[config.mk]
export PLATFORM = sky130hd
export DESIGN_NAME = positional_insert_delete_list_top
export DESIGN_NICKNAME = d
export VERILOG_FILES = /design/src/pidl_pkg.sv /design/src/positional_insert_delete_list_top.sv /design/src/pidl_ram.sv /design/src/pidl_ctrl.sv /design/src/pidl_datapath.sv
export SDC_FILE = /design/constraint.sdc
export NUM_CORES = 2
export LEC_CHECK = 0
export BUFFER_PORTS_ARGS = -buffer_cell sky130_fd_sc_hd__buf_4
export CORE_MARGIN = 4
export CORE_UTILIZATION = 40
export CTS_BUF_LIST = sky130_fd_sc_hd__clkbuf_8
export CTS_CLUSTER_SIZE = 10
export DETAILED_ROUTE_END_ITERATION = 10
export PLACE_DENSITY_LB_ADDON = 0.05
export SLEW_MARGIN = 0
export SYNTH_ARGS = -nofsm -noshare
export SYNTH_HDL_FRONTEND = slang
export SYNTH_SLANG_ARGS = --single-unit
[constraint.sdc]
create_clock -name clock -period 5.1 [get_ports clock]
set_clock_uncertainty 0.05 [all_clocks]
set_input_delay 0.51 -clock clock [delete_from_list [all_inputs] [get_ports clock]]
set_output_delay 0.51 -clock clock [all_outputs]
set_load 0.03 [all_outputs]
[src/pidl_pkg.sv]
// Shared definitions for the positional insert/delete list.
// Operation and status codes, controller/datapath command and status types.
package pidl_pkg;

   localparam int CAPACITY_DEF = 64;

   localparam logic [1:0] MODE_INSERT = 2'd0;
   localparam logic [1:0] MODE_DELETE = 2'd1;
   localparam logic [1:0] MODE_SEARCH = 2'd2;

   localparam logic [1:0] ST_OK       = 2'd0;
   localparam logic [1:0] ST_RANGE    = 2'd1;
   localparam logic [1:0] ST_FULL     = 2'd2;
   localparam logic [1:0] ST_NOTFOUND = 2'd3;

   typedef struct packed {
      logic load;
      logic decode;
      logic step;
      logic commit;
      logic emit;
   } pidl_cmd_type;

   typedef struct packed {
      logic done;
   } pidl_stat_type;

endpackage

[src/positional_insert_delete_list_top.sv]
// Positional insert/delete list: ordered store of signed 32-bit values.
// Each request passes decode, a move step, commit and output. The move step shifts entries
// (insert: count - position, delete: count - position - 1) or reads them (search, up to the
// first match), and moves none on errors. The next request is taken only after the result
// issues, the entry RAM moving one entry per cycle. Sync reset empties the list; stored
// values are kept. Depends on pidl_pkg, pidl_ctrl, pidl_datapath.
module positional_insert_delete_list_top #(
   parameter int CAPACITY = pidl_pkg::CAPACITY_DEF
) (
   input  logic               clock,
   input  logic               reset,
   input  logic               req_valid,
   output logic               req_stall,
   input  logic [1:0]         req_mode,
   input  logic [6:0]         req_position,
   input  logic signed [31:0] req_value,
   output logic               rsp_valid,
   input  logic               rsp_stall,
   output logic [1:0]         rsp_status,
   output logic [5:0]         rsp_found_position,
   output logic [6:0]         rsp_count_after
);

   pidl_pkg::pidl_cmd_type  cmd;
   pidl_pkg::pidl_stat_type stat;

   pidl_ctrl u_ctrl (
      .clock     (clock),
      .reset     (reset),
      .req_valid (req_valid),
      .req_stall (req_stall),
      .rsp_valid (rsp_valid),
      .rsp_stall (rsp_stall),
      .stat      (stat),
      .cmd       (cmd)
   );

   pidl_datapath #(
      .CAPACITY (CAPACITY)
   ) u_datapath (
      .clock              (clock),
      .reset              (reset),
      .cmd                (cmd),
      .stat               (stat),
      .req_mode           (req_mode),
      .req_position       (req_position),
      .req_value          (req_value),
      .rsp_status         (rsp_status),
      .rsp_found_position (rsp_found_position),
      .rsp_count_after    (rsp_count_after)
   );

endmodule

[src/pidl_ram.sv]
// Generic single-port-write, single-port-read RAM with registered read data.
// No dependencies.
module pidl_ram #(
   parameter int WIDTH = 32,
   parameter int DEPTH = 64
) (
   input  logic                     clock,
   input  logic                     wr_en,
   input  logic [$clog2(DEPTH)-1:0] wr_addr,
   input  logic [WIDTH-1:0]         wr_data,
   input  logic [$clog2(DEPTH)-1:0] rd_addr,
   output logic [WIDTH-1:0]         rd_data
);

   logic [WIDTH-1:0] mem [DEPTH];
   logic [WIDTH-1:0] rd_data_ff;

   always_ff @(posedge clock) begin
      if (wr_en) begin
         mem[wr_addr] <= wr_data;
      end
      rd_data_ff <= mem[rd_addr];
   end

   assign rd_data = rd_data_ff;

endmodule

[src/pidl_ctrl.sv]
// Sequencing state machine for the positional insert/delete list.
// Depends on pidl_pkg for the command and status types.
module pidl_ctrl (
   input  logic                   clock,
   input  logic                   reset,
   input  logic                   req_valid,
   output logic                   req_stall,
   output logic                   rsp_valid,
   input  logic                   rsp_stall,
   input  pidl_pkg::pidl_stat_type stat,
   output pidl_pkg::pidl_cmd_type  cmd
);

   localparam logic [2:0] S_IDLE   = 3'd0;
   localparam logic [2:0] S_DECODE = 3'd1;
   localparam logic [2:0] S_MOVE   = 3'd2;
   localparam logic [2:0] S_COMMIT = 3'd3;
   localparam logic [2:0] S_OUT    = 3'd4;

   logic [2:0] state_ff, state_in;
   logic       rsp_valid_ff, rsp_valid_in;
   logic       out_free;

   assign out_free = !rsp_valid_ff || !rsp_stall;

   always_comb begin
      state_in = state_ff;
      cmd      = '0;
      unique case (state_ff)
         S_IDLE: begin
            if (req_valid) begin
               cmd.load = 1'b1;
               state_in = S_DECODE;
            end
         end
         S_DECODE: begin
            cmd.decode = 1'b1;
            state_in   = S_MOVE;
         end
         S_MOVE: begin
            cmd.step = 1'b1;
            if (stat.done) begin
               state_in = S_COMMIT;
            end
         end
         S_COMMIT: begin
            cmd.commit = 1'b1;
            state_in   = S_OUT;
         end
         S_OUT: begin
            if (out_free) begin
               cmd.emit = 1'b1;
               state_in = S_IDLE;
            end
         end
         default: begin
            state_in = S_IDLE;
         end
      endcase
   end

   always_comb begin
      rsp_valid_in = rsp_valid_ff;
      if (rsp_valid_ff && !rsp_stall) begin
         rsp_valid_in = 1'b0;
      end
      if (cmd.emit) begin
         rsp_valid_in = 1'b1;
      end
   end

   always_ff @(posedge clock) begin
      if (reset) begin
         state_ff     <= S_IDLE;
         rsp_valid_ff <= 1'b0;
      end else begin
         state_ff     <= state_in;
         rsp_valid_ff <= rsp_valid_in;
      end
   end

   assign req_stall = (state_ff != S_IDLE);
   assign rsp_valid = rsp_valid_ff;

endmodule

[src/pidl_datapath.sv]
// Datapath of the positional insert/delete list: entry RAM, count, shift
// and scan pointers, result registers. Depends on pidl_pkg and pidl_ram.
module pidl_datapath #(
   parameter int CAPACITY = pidl_pkg::CAPACITY_DEF
) (
   input  logic                    clock,
   input  logic                    reset,
   input  pidl_pkg::pidl_cmd_type  cmd,
   output pidl_pkg::pidl_stat_type stat,
   input  logic [1:0]              req_mode,
   input  logic [6:0]              req_position,
   input  logic signed [31:0]      req_value,
   output logic [1:0]              rsp_status,
   output logic [5:0]              rsp_found_position,
   output logic [6:0]              rsp_count_after
);

   localparam int AW   = $clog2(CAPACITY);
   localparam int CW   = $clog2(CAPACITY + 1);
   localparam int CMPW = (CW > 7) ? CW : 7;
   localparam int FW   = (AW > 6) ? AW : 6;

   logic [1:0]    mode_ff;
   logic [6:0]    pos_ff;
   logic [31:0]   val_ff;
   logic [CW-1:0] count_ff, count_in;
   logic [AW-1:0] ptr_ff, ptr_in;
   logic [AW-1:0] last_ff, last_in;
   logic [CW-1:0] left_ff, left_in;
   logic          pend_ff, pend_in;
   logic          hit_ff, hit_in;
   logic          ins_ff, ins_in;
   logic          del_ff, del_in;
   logic          srch_ff, srch_in;
   logic          up_ff, up_in;
   logic [1:0]    status_ff, status_in;
   logic [AW-1:0] found_ff, found_in;
   logic [1:0]    rsp_status_ff;
   logic [5:0]    rsp_found_ff;
   logic [6:0]    rsp_count_ff;

   logic [CMPW-1:0] pos_x, cnt_x, cnt_out_x;
   logic [CW-1:0]   pos_c, pos_inc;
   logic [FW-1:0]   found_x;
   logic            wr_en;
   logic [AW-1:0]   wr_addr;
   logic [31:0]     wr_data;
   logic [31:0]     rd_data;

   assign pos_x   = CMPW'(pos_ff);
   assign cnt_x   = CMPW'(count_ff);
   assign pos_c   = pos_x[CW-1:0];
   assign pos_inc = pos_c + CW'(1);

   always_comb begin
      ptr_in    = ptr_ff;
      last_in   = last_ff;
      left_in   = left_ff;
      pend_in   = pend_ff;
      hit_in    = hit_ff;
      ins_in    = ins_ff;
      del_in    = del_ff;
      srch_in   = srch_ff;
      up_in     = up_ff;
      status_in = status_ff;
      found_in  = found_ff;
      count_in  = count_ff;

      if (cmd.decode) begin
         pend_in   = 1'b0;
         hit_in    = 1'b0;
         ins_in    = 1'b0;
         del_in    = 1'b0;
         srch_in   = 1'b0;
         up_in     = 1'b1;
         left_in   = '0;
         ptr_in    = '0;
         found_in  = '0;
         status_in = pidl_pkg::ST_OK;
         unique case (mode_ff)
            pidl_pkg::MODE_INSERT: begin
               if (pos_x > cnt_x) begin
                  status_in = pidl_pkg::ST_RANGE;
               end else if (count_ff == CW'(CAPACITY)) begin
                  status_in = pidl_pkg::ST_FULL;
               end else begin
                  ins_in  = 1'b1;
                  up_in   = 1'b0;
                  left_in = count_ff - pos_c;
                  ptr_in  = AW'(count_ff - CW'(1));
               end
            end
            pidl_pkg::MODE_DELETE: begin
               if (pos_x >= cnt_x) begin
                  status_in = pidl_pkg::ST_RANGE;
               end else begin
                  del_in  = 1'b1;
                  left_in = count_ff - pos_inc;
                  ptr_in  = AW'(pos_inc);
               end
            end
            pidl_pkg::MODE_SEARCH: begin
               srch_in   = 1'b1;
               left_in   = count_ff;
               status_in = pidl_pkg::ST_NOTFOUND;
            end
            default: begin
               status_in = pidl_pkg::ST_OK;
            end
         endcase
      end

      if (cmd.step) begin
         if (left_ff != '0) begin
            ptr_in  = up_ff ? ptr_ff + AW'(1) : ptr_ff - AW'(1);
            left_in = left_ff - CW'(1);
            pend_in = 1'b1;
            last_in = ptr_ff;
         end else begin
            pend_in = 1'b0;
         end
         if (pend_ff && srch_ff && !hit_ff && (rd_data == val_ff)) begin
            hit_in    = 1'b1;
            status_in = pidl_pkg::ST_OK;
            found_in  = last_ff;
         end
      end

      if (cmd.commit) begin
         if (ins_ff) begin
            count_in = count_ff + CW'(1);
         end else if (del_ff) begin
            count_in = count_ff - CW'(1);
         end
      end
   end

   assign stat.done = hit_ff || (!pend_ff && (left_ff == '0));

   assign wr_en   = (cmd.step && pend_ff && (ins_ff || del_ff)) || (cmd.commit && ins_ff);
   assign wr_addr = cmd.commit ? AW'(pos_c) : (ins_ff ? last_ff + AW'(1) : last_ff - AW'(1));
   assign wr_data = cmd.commit ? val_ff : rd_data;

   pidl_ram #(
      .WIDTH (32),
      .DEPTH (CAPACITY)
   ) u_ram (
      .clock   (clock),
      .wr_en   (wr_en),
      .wr_addr (wr_addr),
      .wr_data (wr_data),
      .rd_addr (ptr_ff),
      .rd_data (rd_data)
   );

   always_ff @(posedge clock) begin
      if (reset) begin
         count_ff <= '0;
      end else begin
         count_ff <= count_in;
      end
   end

   always_ff @(posedge clock) begin
      if (cmd.load) begin
         mode_ff <= req_mode;
         pos_ff  <= req_position;
         val_ff  <= req_value;
      end
      ptr_ff    <= ptr_in;
      last_ff   <= last_in;
      left_ff   <= left_in;
      pend_ff   <= pend_in;
      hit_ff    <= hit_in;
      ins_ff    <= ins_in;
      del_ff    <= del_in;
      srch_ff   <= srch_in;
      up_ff     <= up_in;
      status_ff <= status_in;
      found_ff  <= found_in;
   end

   assign found_x   = FW'(found_ff);
   assign cnt_out_x = CMPW'(count_ff);

   always_ff @(posedge clock) begin
      if (cmd.emit) begin
         rsp_status_ff <= status_ff;
         rsp_found_ff  <= found_x[5:0];
         rsp_count_ff  <= cnt_out_x[6:0];
      end
   end

   assign rsp_status         = rsp_status_ff;
   assign rsp_found_position = rsp_found_ff;
   assign rsp_count_after    = rsp_count_ff;

endmodule

==> impl_metrics.csv <==
group,metric,value,unit
finish,layout-drive-gt1-share,29.6,%
detailed_routing,via_count,41300,
global_route,met1_usage,34.5,%
global_route,grt_first_pass_wirelength,336000,µm
die,start_util,40.3,%
placement,gp_congestion,0.866,
detailed_routing,ant_nets,0,
yosys,yosys_warnings,0,
yosys,synth-edff-count,2115,
global_route,grt-ovfl-total,0,
pwr,vdd_drop_max,410,µV
placement,dpl.hpwl,144000,µm
yosys,syn_area_per_cell,22.0,µm²
yosys,synth-main-ff-cell,"edfxtp_1",
detailed_routing,drtIter0Drc,4395,
worst_setup_path,cp-start-kind,"register",
timing,slew_violations,0,
detailed_routing,vias_per_cell,5.62,
finish,multi_input_area,0.0193,mm²
die,core_area,0.210,mm²
worst_setup_path,arrival,4.48,ns
finish,area_growth,14.6,%
pwr,pwr_density_cell,519,mW/mm²
global_route,grt_use_met3,4.23,%
run,maxCapViolations,0,
placement,io_buffer_count,61,
worst_setup_path,max_stage_delay,0.92,ns
yosys,ys_ff_latch,2180,
global_route,grt_pass1_vias,41600,
outcome,status,"finished clean",
clock_network,clock-sinks,2180,
timing,timing.max_slew.rel_slack,26.0,%
clock_network,clk_pin_slew,0.06,ns
yosys,synthArstFlopShare,0,%
global_route,grt-busiest-layer,"met1",
detailed_routing,drc_errors,0,
worst_setup_path,cp_slowest_cell,"nor2_4",
timing,rsz0062_at_grt,"no",
worst_setup_path,cp-end-kind,"register",
pwr,p_total,0.0503,W
timing,fin_setup_tns,0,ns
placement,place_inst,6638,
clock_network,clk_path_buf_depth,4,
timing,fin_crit_sh,76.2,%
worst_setup_path,crit_top_cell,"buf_4",
worst_setup_path,criticalPathCategory,"reg -> reg",
worst_setup_path,crit_required,5.69,ns
yosys,synth.net_count,3909,
timing,finalCriticalPeriod,3.89,ns
yosys,syn_area,0.0844,mm²
timing,hold_viol,0,
worst_setup_path,path_cells,"buf_4 > inv_1 > ha_1 > nor2b_1 > o21ai_0 > a21boi_0 > o41ai_2 > buf_4 > nand3_1 > nor2_4",
yosys,ys_types,62,
timing,max_clock_freq,257,MHz
finish,n_fill_cell,17900,
die,die-height,467,µm
finish,seqCellArea,0.0648,mm²
clock_network,root_buffer,"clkbuf_8",
yosys,synth_area_leader_cell,"edfxtp_1",
detailed_routing,drt_pass1_iterations,5,
die,design.die.area,0.219,mm²
clock_network,cts_tree,"yes",
detailed_routing,drt_wl_total,241000,µm
yosys,synth_seq_area_share,76.8,%
detailed_routing,wl_per_cell,32.7,µm
die,die-width,467,µm
die,ios,62,
yosys,yosysTopAreaCellShare,75.2,%
die,rows,168,
global_route,grt_use_total,22.0,%
clock_network,numCtsBuffers,385,
global_route,grt_max_degree,87,
clock_network,post_cts_buffers,0,
yosys,syn-instance-count,3835,
yosys,synth_commonest_cells,"2115 x edfxtp_1, 584 x mux4_2, 142 x nand2_1",
timing,final-setup-viol-count,0,
global_route,antenna_found_initial,18,
worst_hold_path,hold_class,"in -> reg",
worst_setup_path,worstPathMaxFanout,32,
clock_network,ctsResizeCount,0,
clock_network,insertion_delay,1.07,ns
timing,tightest_slew,1.11,ns
clock_network,htreeDepth,5,
yosys,synth_most_common_cell,"edfxtp_1",
yosys,synth.area.top_cells,"edfxtp_1 75%, mux4_2 16%, dfxtp_1 1.5%",
finish,fin_cells,7357,
finish,finalNetCount,4344,
global_route,gr-usage-met2,31.7,%
pwr,leakagePower,30.0,nW
==> cells by family after synthesis <==
| group | count (synthesis) | synth area share, % |
|---|---|---|
| DFF | 2180 | 76.8 |
| muxes | 675 | 16.7 |
| and+or+nand+nor | 407 | 2.24 |
| AOI/OAI and AO/OA | 252 | 2.04 |
| buffers and inverters | 232 | 1.22 |
| xor gates and xnor gates | 60 | 0.622 |
| adders and majority gates | 29 | 0.465 |
==> metrics by stage <==
stage	area, µm²	util [%]	hold WS, ns	setup WS [ns]
final	96800	46.1	0.113	1.21
after global routing	96800	46.1	0.0435	0.885
after CTS	96700	46.1	0.00213	1.20
after detailed placement	89500	42.7	0.374	1.21
after global placement	89500	42.7	0.374	1.21
after floorplan	84400	-	0.358	0.182
==> worst paths after layout <==
path	end	slack, ns	from	cells after the start
worst max-delay path	u_datapath.u_ram.mem[27][21]	1.21	u_datapath.ins_ff	10
worst min-delay path	u_datapath.val_ff[20]	0.11	req_value[20]	2
worst max register to register	u_datapath.u_ram.mem[27][21]	1.21	u_datapath.ins_ff	10
worst min register to register	u_datapath.rsp_status[0]	0.39	u_datapath.status_ff[0]	0
==> state kept, by name, indices dropped and copies added, names as in the netlist <==
name / count
u_datapath.u_ram.rd_data: 32
u_datapath.found_ff: 6
u_datapath.mode_ff: 2
u_datapath.pos_c: 7
u_datapath.status_ff: 2
u_datapath.pend_ff: 1
u_datapath.hit_ff: 1
u_ctrl.state_ff: 3
u_ctrl.rsp_valid: 1
u_datapath.up_ff: 1
u_datapath.del_ff: 1
u_datapath.rsp_status: 2
u_datapath.val_ff: 32
u_datapath.rsp_found_position: 6
u_datapath.srch_ff: 1
u_datapath.cnt_out_x: 7
u_datapath.left_ff: 7
u_datapath.ins_ff: 1
u_datapath.last_ff: 6
u_datapath.u_ram.mem: 2048
u_datapath.rsp_count_after: 7
u_datapath.ptr_ff: 6
==> layer usage <==
layer	up-vias	share of wire (%)
met2	1414	44
met4	0	2.4
met3	352	6.6
met1	22500	47
met5	-	0
li1	17100	-
==> cell type report <==
class                           instances  share of cell area [%]
Tap cell                             2805                    3.63
Clock buffer                          392                    5.57
Multi-Input combinational cell       1423                    19.9
Inverter                               31                   0.120
Sequential cell                      2180                    67.0
Timing Repair Buffer                  249                    2.34
Antenna cell                           20                  0.0517
Clock inverter                        257                    1.39
==> where the power goes <==
group	leakage [nW]	internal (W)	switching (W)	total, W
sequential	19.6	0.0226	0.000378	0.0230
combinational	6.41	0.00397	0.00866	0.0126
clock	3.93	0.00767	0.00695	0.0146
total	30.0	0.0343	0.0160	0.0503
==> what timing repair did <==
item                       CTS  global route
hold buffers                50             0
hold endpoints to repair    67             0
setup endpoints to repair    0             0
==> critical path: cells and delay by family, from the launching register on <==
family / cells / cell delay, ns
buffers and inverters: 3 / 0.68
AO/OA/AOI/OAI: 3 / 0.78
adder cells (fa/ha/maj): 1 / 0.30
flip-flops: 1 / 0.35
AND/OR/NAND/NOR: 3 / 1.29
==> placed cells by master (no fill, tap or decap), types with 45 or more instances in the layout <==
master and n:
dlygate4sd3_1 50, clkbuf_8 392, buf_4 177, xnor2_1 49
clkinv_1 79, inv_1 161, edfxtp_1 2115, nand3_1 45
nor2_1 55, dfxtp_1 59, nand2_1 110, o22ai_1 58
mux4_2 584, mux2i_1 90
Note: power is estimated with default switching activity, not from simulation.
